## src/sv/flash_record_ring_slot_tracker_unit_defines.svh

```systemverilog
// Assertion helpers for the record ring slot tracker.
`ifndef FLASH_RECORD_RING_SLOT_TRACKER_UNIT_DEFINES_SVH
`define FLASH_RECORD_RING_SLOT_TRACKER_UNIT_DEFINES_SVH

// Same-cycle implication, checked out of reset.
`define FRST_ASSERT_IMPL(label, clk_s, rst_s, ante, cons) \
    label: assert property (@(posedge clk_s) disable iff (!rst_s) (ante) |-> (cons)) \
        else $error("frst: same-cycle check failed");

// Next-cycle implication, checked out of reset.
`define FRST_ASSERT_NEXT(label, clk_s, rst_s, ante, cons) \
    label: assert property (@(posedge clk_s) disable iff (!rst_s) (ante) |=> (cons)) \
        else $error("frst: next-cycle check failed");

`endif

```

## src/sv/frst_pkg.sv

```systemverilog
`default_nettype none

package frst_pkg;

    localparam int ADDR_W       = 24;
    localparam int SEQ_W        = 32;
    localparam int ADDR_EXT_W   = ADDR_W + 1;
    localparam int PAGE_BYTES   = 256;
    localparam int SECTOR_BYTES = 4096;

    localparam logic [1:0] REQ_SCAN_FIRST = 2'd0;
    localparam logic [1:0] REQ_SCAN_NEXT  = 2'd1;
    localparam logic [1:0] REQ_SAVE       = 2'd2;
    localparam logic [1:0] REQ_UNUSED     = 2'd3;

    localparam logic CFG_REGION_START = 1'b0;
    localparam logic CFG_REGION_END   = 1'b1;

    typedef logic [ADDR_W-1:0] addr_t;
    typedef logic [SEQ_W-1:0]  seq_t;

    typedef enum logic [1:0] {
        ST_SCAN   = 2'd0,
        ST_FOUND  = 2'd1,
        ST_REINIT = 2'd2,
        ST_SAVED  = 2'd3
    } status_t;

    typedef struct packed {
        addr_t current_slot;
        seq_t  current_seq;
        addr_t scan_addr;
        seq_t  run_seq;
    } trk_state_t;

    typedef struct packed {
        logic    valid;
        status_t status;
        addr_t   slot_addr;
        seq_t    seq;
        logic    erase_sector;
        logic    erase_region;
    } trk_result_t;

endpackage

`default_nettype wire

```

## src/sv/frst_core.sv

```systemverilog
`default_nettype none

module frst_core #(
    parameter int PAGE_BYTES   = frst_pkg::PAGE_BYTES,
    parameter int SECTOR_BYTES = frst_pkg::SECTOR_BYTES
) (
    input  wire logic [1:0]         req_type,
    input  wire logic               id_ok,
    input  wire logic               crc_ok,
    input  wire frst_pkg::seq_t     page_seq,
    input  wire frst_pkg::addr_t    region_start,
    input  wire frst_pkg::addr_t    region_end,
    input  wire frst_pkg::trk_state_t state,
    output frst_pkg::trk_state_t    state_next,
    output frst_pkg::trk_result_t   result
);
    import frst_pkg::*;

    localparam int SECTOR_BITS = $clog2(SECTOR_BYTES);
    localparam logic [ADDR_EXT_W-1:0] PAGE_INC = (ADDR_EXT_W)'(PAGE_BYTES);

    logic [ADDR_EXT_W-1:0] end_ext;
    logic [ADDR_EXT_W-1:0] first_next;
    logic [ADDR_EXT_W-1:0] scan_next;
    logic [ADDR_EXT_W-1:0] save_next;
    seq_t                  run_inc;
    seq_t                  cur_inc;
    addr_t                 save_slot;
    logic                  do_reinit;

    assign end_ext    = {1'b0, region_end};
    assign first_next = {1'b0, region_start} + PAGE_INC;
    assign scan_next  = {1'b0, state.scan_addr} + PAGE_INC;
    assign save_next  = {1'b0, state.current_slot} + PAGE_INC;
    assign run_inc    = state.run_seq + seq_t'(1);
    assign cur_inc    = state.current_seq + seq_t'(1);
    assign save_slot  = (save_next >= end_ext) ? region_start : save_next[ADDR_W-1:0];

    always_comb
    begin
        state_next = state;
        result     = '0;
        do_reinit  = 1'b0;
        unique case (req_type)
            REQ_SCAN_FIRST:
            begin
                if (!id_ok || (first_next >= end_ext))
                begin
                    do_reinit = 1'b1;
                end
                else
                begin
                    state_next.run_seq   = page_seq;
                    state_next.scan_addr = first_next[ADDR_W-1:0];
                    result.valid         = 1'b1;
                    result.status        = ST_SCAN;
                    result.slot_addr     = first_next[ADDR_W-1:0];
                    result.seq           = page_seq;
                end
            end
            REQ_SCAN_NEXT:
            begin
                if (state.scan_addr >= region_end)
                begin
                    do_reinit = 1'b1;
                end
                else if (id_ok && crc_ok && (page_seq == run_inc))
                begin
                    if (scan_next >= end_ext)
                    begin
                        do_reinit = 1'b1;
                    end
                    else
                    begin
                        state_next.run_seq   = page_seq;
                        state_next.scan_addr = scan_next[ADDR_W-1:0];
                        result.valid         = 1'b1;
                        result.status        = ST_SCAN;
                        result.slot_addr     = scan_next[ADDR_W-1:0];
                        result.seq           = page_seq;
                    end
                end
                else
                begin
                    state_next.current_slot = state.scan_addr - addr_t'(PAGE_BYTES);
                    state_next.current_seq  = state.run_seq;
                    result.valid            = 1'b1;
                    result.status           = ST_FOUND;
                    result.slot_addr        = state.scan_addr - addr_t'(PAGE_BYTES);
                    result.seq              = state.run_seq;
                end
            end
            REQ_SAVE:
            begin
                state_next.current_slot = save_slot;
                state_next.current_seq  = cur_inc;
                result.valid            = 1'b1;
                result.status           = ST_SAVED;
                result.slot_addr        = save_slot;
                result.seq              = cur_inc;
                result.erase_sector     = (save_slot[SECTOR_BITS-1:0] == '0);
            end
            default:
            begin
                result.valid = 1'b0;
            end
        endcase

        if (do_reinit)
        begin
            state_next.current_slot = region_start;
            state_next.current_seq  = '0;
            state_next.scan_addr    = region_start;
            state_next.run_seq      = '0;
            result.valid            = 1'b1;
            result.status           = ST_REINIT;
            result.slot_addr        = region_start;
            result.seq              = '0;
            result.erase_sector     = 1'b0;
            result.erase_region     = 1'b1;
        end
    end

endmodule

`default_nettype wire

```

## src/sv/flash_record_ring_slot_tracker_unit.sv

```systemverilog
// Record ring slot tracker for a wear-levelled flash settings log.
// Request channel (req_valid/req_stall): req_type, id_ok, crc_ok, page_seq.
//   Scan first page, then scan next pages one per transfer; save advances slot.
// Response channel (rsp_valid/rsp_stall): status, slot_addr, seq_out,
//   erase_sector, erase_region. One response per request; unused request
//   code 3 is consumed with no response.
// Config channel (cfg_valid/cfg_ready, always ready): cfg_index 0 writes
//   region start, 1 writes region end. Write only while the block is idle.
// Pipeline: request register, then response register. Throughput: one request
//   per cycle while rsp_stall is low; the state update is a single
//   compare/increment pass in frst_core.
// Receiver stall: the response register holds, and req_stall rises once the
//   request register is also full; no transfer is lost.
// Reset: region start 0, region end 16384, slot and scan position at region
//   start, sequences 0, both channels empty.
`default_nettype none

`include "flash_record_ring_slot_tracker_unit_defines.svh"

module flash_record_ring_slot_tracker_unit #(
    parameter int PAGE_BYTES   = frst_pkg::PAGE_BYTES,
    parameter int SECTOR_BYTES = frst_pkg::SECTOR_BYTES
) (
    input  wire logic            clk,
    input  wire logic            rst_n,
    input  wire logic            req_valid,
    output logic                 req_stall,
    input  wire logic [1:0]      req_type,
    input  wire logic            id_ok,
    input  wire logic            crc_ok,
    input  wire frst_pkg::seq_t  page_seq,
    output logic                 rsp_valid,
    input  wire logic            rsp_stall,
    output logic [1:0]           status,
    output frst_pkg::addr_t      slot_addr,
    output frst_pkg::seq_t       seq_out,
    output logic                 erase_sector,
    output logic                 erase_region,
    input  wire logic            cfg_valid,
    output logic                 cfg_ready,
    input  wire logic            cfg_index,
    input  wire frst_pkg::addr_t cfg_data
);
    import frst_pkg::*;

    addr_t       region_start_reg;
    addr_t       region_end_reg;
    trk_state_t  state_reg;
    trk_state_t  state_next;
    trk_result_t result;

    logic        req_valid_reg;
    logic [1:0]  req_type_reg;
    logic        id_ok_reg;
    logic        crc_ok_reg;
    seq_t        page_seq_reg;

    logic        rsp_valid_reg;
    trk_result_t rsp_reg;

    logic        req_take;
    logic        advance;
    logic        unused_drop;

    assign advance     = !rsp_valid_reg || !rsp_stall;
    assign req_stall   = req_valid_reg && !advance;
    assign req_take    = req_valid && !req_stall;
    assign cfg_ready   = 1'b1;
    assign unused_drop = req_valid_reg && advance && (req_type_reg == REQ_UNUSED);

    frst_core #(
        .PAGE_BYTES   (PAGE_BYTES),
        .SECTOR_BYTES (SECTOR_BYTES)
    ) u_core (
        .req_type     (req_type_reg),
        .id_ok        (id_ok_reg),
        .crc_ok       (crc_ok_reg),
        .page_seq     (page_seq_reg),
        .region_start (region_start_reg),
        .region_end   (region_end_reg),
        .state        (state_reg),
        .state_next   (state_next),
        .result       (result)
    );

    always_ff @(posedge clk or negedge rst_n)
    begin
        if (!rst_n)
        begin
            region_start_reg <= '0;
            region_end_reg   <= addr_t'(16384);
            state_reg        <= '0;
            req_valid_reg    <= 1'b0;
            rsp_valid_reg    <= 1'b0;
        end
        else
        begin
            if (cfg_valid && cfg_ready)
            begin
                unique case (cfg_index)
                    CFG_REGION_START: region_start_reg <= cfg_data;
                    CFG_REGION_END:   region_end_reg   <= cfg_data;
                    default:          region_start_reg <= region_start_reg;
                endcase
            end
            if (advance || !req_valid_reg)
            begin
                req_valid_reg <= req_take;
            end
            if (advance)
            begin
                rsp_valid_reg <= req_valid_reg && result.valid;
            end
            if (req_valid_reg && advance)
            begin
                state_reg <= state_next;
            end
        end
    end

    always_ff @(posedge clk)
    begin
        if (req_take)
        begin
            req_type_reg <= req_type;
            id_ok_reg    <= id_ok;
            crc_ok_reg   <= crc_ok;
            page_seq_reg <= page_seq;
        end
        if (req_valid_reg && advance)
        begin
            rsp_reg <= result;
        end
    end

    assign rsp_valid    = rsp_valid_reg;
    assign status       = rsp_reg.status;
    assign slot_addr    = rsp_reg.slot_addr;
    assign seq_out      = rsp_reg.seq;
    assign erase_sector = rsp_reg.erase_sector;
    assign erase_region = rsp_reg.erase_region;

    `FRST_ASSERT_IMPL(a_erase_region_is_reinit, clk, rst_n, rsp_valid && erase_region, status == ST_REINIT)
    `FRST_ASSERT_IMPL(a_erase_sector_on_save, clk, rst_n, rsp_valid && erase_sector, status == ST_SAVED)
    `FRST_ASSERT_NEXT(a_unused_code_silent, clk, rst_n, unused_drop, !rsp_valid)

endmodule

`default_nettype wire
```

## config.mk

```make
export PLATFORM = sky130hd
export DESIGN_NAME = flash_record_ring_slot_tracker_unit
export DESIGN_NICKNAME = d
export VERILOG_FILES = /design/src/sv/frst_pkg.sv /design/src/sv/frst_core.sv /design/src/sv/flash_record_ring_slot_tracker_unit.sv
export VERILOG_INCLUDE_DIRS = /design/src /design/src/sv
export SDC_FILE = /design/constraint.sdc
export NUM_CORES = 1
export LEC_CHECK = 0
export BUFFER_PORTS_ARGS = -buffer_cell sky130_fd_sc_hd__buf_2
export CAP_MARGIN = 20
export CORE_ASPECT_RATIO = 0.6
export CORE_MARGIN = 1
export CORE_UTILIZATION = 60
export CTS_CLUSTER_SIZE = 40
export DETAILED_ROUTE_END_ITERATION = 10
export PLACE_DENSITY = 0.79
export SYNTH_ARGS = -nofsm -noshare
export SYNTH_HDL_FRONTEND = slang
export SYNTH_SLANG_ARGS = --single-unit
export TNS_END_PERCENT = 10
```

## constraint.sdc

```tcl
create_clock -name clk -period 6 [get_ports clk]
set_clock_uncertainty 0.1 [all_clocks]
set_input_delay 1.2 -clock clk [delete_from_list [all_inputs] [get_ports clk]]
set_output_delay 1.2 -clock clk [all_outputs]
set_load 0.005 [all_outputs]
```

==> results by group <==
Outcome
  – Outcome: finished, final reports clean

Timing
  – Final hold violations: 0
  – Max_slew headroom: 0.2810
  – Final hold slack: 0.4056 ns
  – Final worst path period need: 5.749 ns
  – Slew Limit Fails: 0
  – Highest Clock Rate: 173.9 MHz
  – Final setup fails: 0
  – Worst-Margin Slew: 1.075 ns
  – Tcrit/Tclk final: 0.9582
  – RSZ-0062 raised after global routing: no
  – Setup_tns: 0 ns

Run
  – Max Cap Viol: 0

Die
  – Initial Utilization: 0.6111
  – # rows: 48
  – Die ar.: 30010 um2
  – Boundary Pins: 129
  – Die width: 223.0 um
  – Core area: 28770 um2
  – Die Height: 134.6 um

Power
  – Lkg Pwr: 8.110 nW
  – Power Dens Cells: 460.4 nW/um2
  – Max IR drop VDD: 0.2812 mV
  – Switching Power: 4.004 mW
  – Combinational power share: 0.444
  – Clk pwr share: 0.190
  – Seq pwr share: 0.365
  – Pint: 4.961 mW
  – Switching share of power: 0.4466
  – Tot Pwr: 8.965 mW

Place
  – Placed cell area: 18580 um2
  – Detailed Place HPWL: 44.34 mm
  – Buffers on Ports: 127
  – Gpl congestion: 1.046

Routing
  – Final ANT Viol Nets: 0
  – DR iter-0 viols: 2682
  – Drt first pass iters: 6
  – Post-Route WL: 60.99 mm
  – Via/cell ratio: 6.826
  – Vias post-DR: 16400
  – DRC Markers: 0
  – Avg WL per Cell: 25.39 um

Logic synthesis
  – Yosys warnings: 0
  – Async SR Flop Fraction: 0.6279
  – Synth Register Bits: 258
  – Post-synth EDFFs: 96
  – Sequential fraction of the synthesis area: 0.3946
  – Cells after synthesis: 1929
  – Mean post-synth cell area: 9.114 um2
  – Unique cell type count in the Yosys netlist: 88
  – Post-synth net total: 2094
  – Mapped cell area: 17580 um2
  – Main synth FF type: dfrtp_1

Clock network
  – H-tree depth: 1
  – Postcts setup bufs: 0
  – Clock sinks: 258
  – Clock Latency Late Sink: 0.56 ns
  – Clock Pin Slew Worst Setup and Hold Paths: 0.07 ns
  – CTS tree: done
  – Post_cts resized: 0
  – Root Buffer: clkbuf_16
  – Worst-case clock buffer depth: 3
  – TritonCTS buffer count: 26
  – Cts hold-fix bufs: 0

Global route
  – First-pass GRT wire length: 91.93 mm
  – GR Util met3: 0.1305
  – Largest net degree at the start of global routing: 81
  – M2 GR Usage: 0.5597
  – Met1 GRT Util: 0.6046
  – Busiest layer in global routing: met1
  – Initial antenna violation count: 2
  – GRT Total Usage: 0.4020
  – Vias in the first global route: 15000
  – Gr ovfl total: 0

Setup path
  – R2r setup slk: 0.25 ns
  – Worst r2r dst: state_reg[94]
  – R2R cell count: 18
  – Crit path DAT: 6.12 ns
  – Worst setup SP type: flop
  – WS Path Type: reg -> reg
  – Worst EP required: 6.37 ns
  – Critical Path Fanout Max: 10
  – Worst reg2reg path startpoint: region_start_reg[12]
  – Setup crit end kind: flop

Final layout
  – Commonest non-fill, non-tap cell in the layout: nand2_1
  – N_diodes: 0
  – Final core occ: 0.6768
  – Largest register FFs: 112
  – Layout cells sized above 1: 0.1579
  – Finished layout cell area: 19470 um2
  – Final net count: 2172
  – Layout area overhead: 10.75%
  – Commonest non-fill, non-tap cells in the layout: nand2_1, dfrtp_1, nor2_1, buf_2, o21ai_0

Worst hold path
  – Hold Startpoint: region_end_reg[23]
  – Hold path endpoint: region_end_reg[23]
  – Hold Path Depth: 1
  – HP Class: reg -> reg
-- layer usage --
metal  share of wire  up-vias  routed length, um
li1                -     7304                  -
met1            0.44     7819              26970
met2            0.40     1145              24130
met3            0.14      123               8700
met4           0.019        4               1162
met5         0.00044        -                 27
-- per-stage QoR --
stage	std cells	worst slack, ns
after detailed placement	2353	0.6263
after global placement	2353	0.7167
after CTS	2401	0.5647
final	2402	0.2508
after floorplan	1929	1.320
after global routing	2402	0.07399
-- power by group through the flow --
stage,registers [mW],clock network [mW],logic [mW]
floorplan,2.86,0,2.84
global placement,3.22,0,3.74
detailed placement,3.24,0,3.82
CTS,3.22,1.72,3.85
global route,3.33,1.78,4.30
finish,3.27,1.71,3.98
-- logic make-up (layout without fill, tap and decap cells) --
kind of cell | after synthesis | in the layout | synth area share
AOI/OAI and AO/OA | 480 | 480 | 0.1857
xor gates and xnor gates | 111 | 111 | 0.05608
adders and majority gates | 99 | 99 | 0.07046
buffers and inverters | 208 | 306 | 0.04882
DFF | 258 | 258 | 0.3946
muxes | 67 | 67 | 0.04356
other | 1 | 1 | 0.0002133
and+or+nand+nor | 705 | 705 | 0.2006
-- cell usage after synthesis, drive strengths merged, types with 8 or more instances --
| cell type | instances | share of area |
|---|---|---|
| nand3 | 77 | 0.022 |
| or3 | 10 | 0.0036 |
| a2bb2oi | 15 | 0.0075 |
| a21oi | 95 | 0.027 |
| o211ai | 11 | 0.0047 |
| nor2 | 139 | 0.030 |
| inv | 79 | 0.017 |
| o2bb2ai | 8 | 0.0040 |
| mux2i | 12 | 0.0068 |
| or2 | 11 | 0.0039 |
| a222oi | 28 | 0.016 |
| nand2 | 231 | 0.050 |
| nor2b | 27 | 0.0096 |
| nand4 | 38 | 0.014 |
| nor3b | 8 | 0.0034 |
| edfxtp | 96 | 0.16 |
| xnor2 | 78 | 0.039 |
| a22oi | 8 | 0.0034 |
| a21o | 12 | 0.0051 |
| or4 | 12 | 0.0051 |
| o31ai | 18 | 0.0077 |
| buf | 37 | 0.012 |
| a31oi | 31 | 0.011 |
| ha | 99 | 0.070 |
| xor2 | 32 | 0.016 |
| a211oi | 15 | 0.0064 |
| and4 | 9 | 0.0045 |
| o21ai | 126 | 0.036 |
| clkbuf | 92 | 0.020 |
| nor3 | 51 | 0.015 |
| nor4 | 30 | 0.016 |
| nand2b | 13 | 0.0046 |
| a221oi | 24 | 0.012 |
| dfrtp | 161 | 0.23 |
| o22ai | 20 | 0.0071 |
| and3 | 21 | 0.0075 |
| mux2 | 55 | 0.037 |
-- area by class of cell --
class | count | area (um2)
Clock buffer | 33 | 708.2
Clock inverter | 15 | 156.4
Fill cell | 2279 | 9296
Inverter | 79 | 296.5
Multi-Input combinational cell | 1463 | 9826
Sequential cell | 258 | 6938
Tap cell | 375 | 469.2
Timing Repair Buffer | 179 | 1077
-- critical path, stage by stage, from the launching register on --
cell and delay [ns]:
dfrtp_1 0.53, and3_1 0.23, and3_1 0.24, nand3_1 0.25
or2_2 0.42, nor2_1 0.18, nand2b_1 0.14, ha_1 0.26
nand4_1 0.19, nor2_1 0.08, a211oi_1 0.33, o221ai_1 0.29
o21ai_0 0.41, o21ai_0 0.33, buf_4 0.24, a21o_1 0.16
nor2_1 0.81, o32ai_1 0.25, a2bb2oi_1 0.22
-- worst max-delay path by stage --
stage	start	end	slack, ns	cells after the start
global placement	region_start_reg[12]	state_reg[103]	0.72	18
detailed placement	region_start_reg[12]	slot_addr[7]	0.63	17
floorplan	region_start_reg[9]	slot_addr[20]	1.32	21
global route	region_start_reg[12]	state_reg[83]	0.07	19
finish	region_start_reg[12]	state_reg[94]	0.25	18
CTS	region_start_reg[12]	slot_addr[7]	0.56	17
Power figures use the tool's default switching activity.
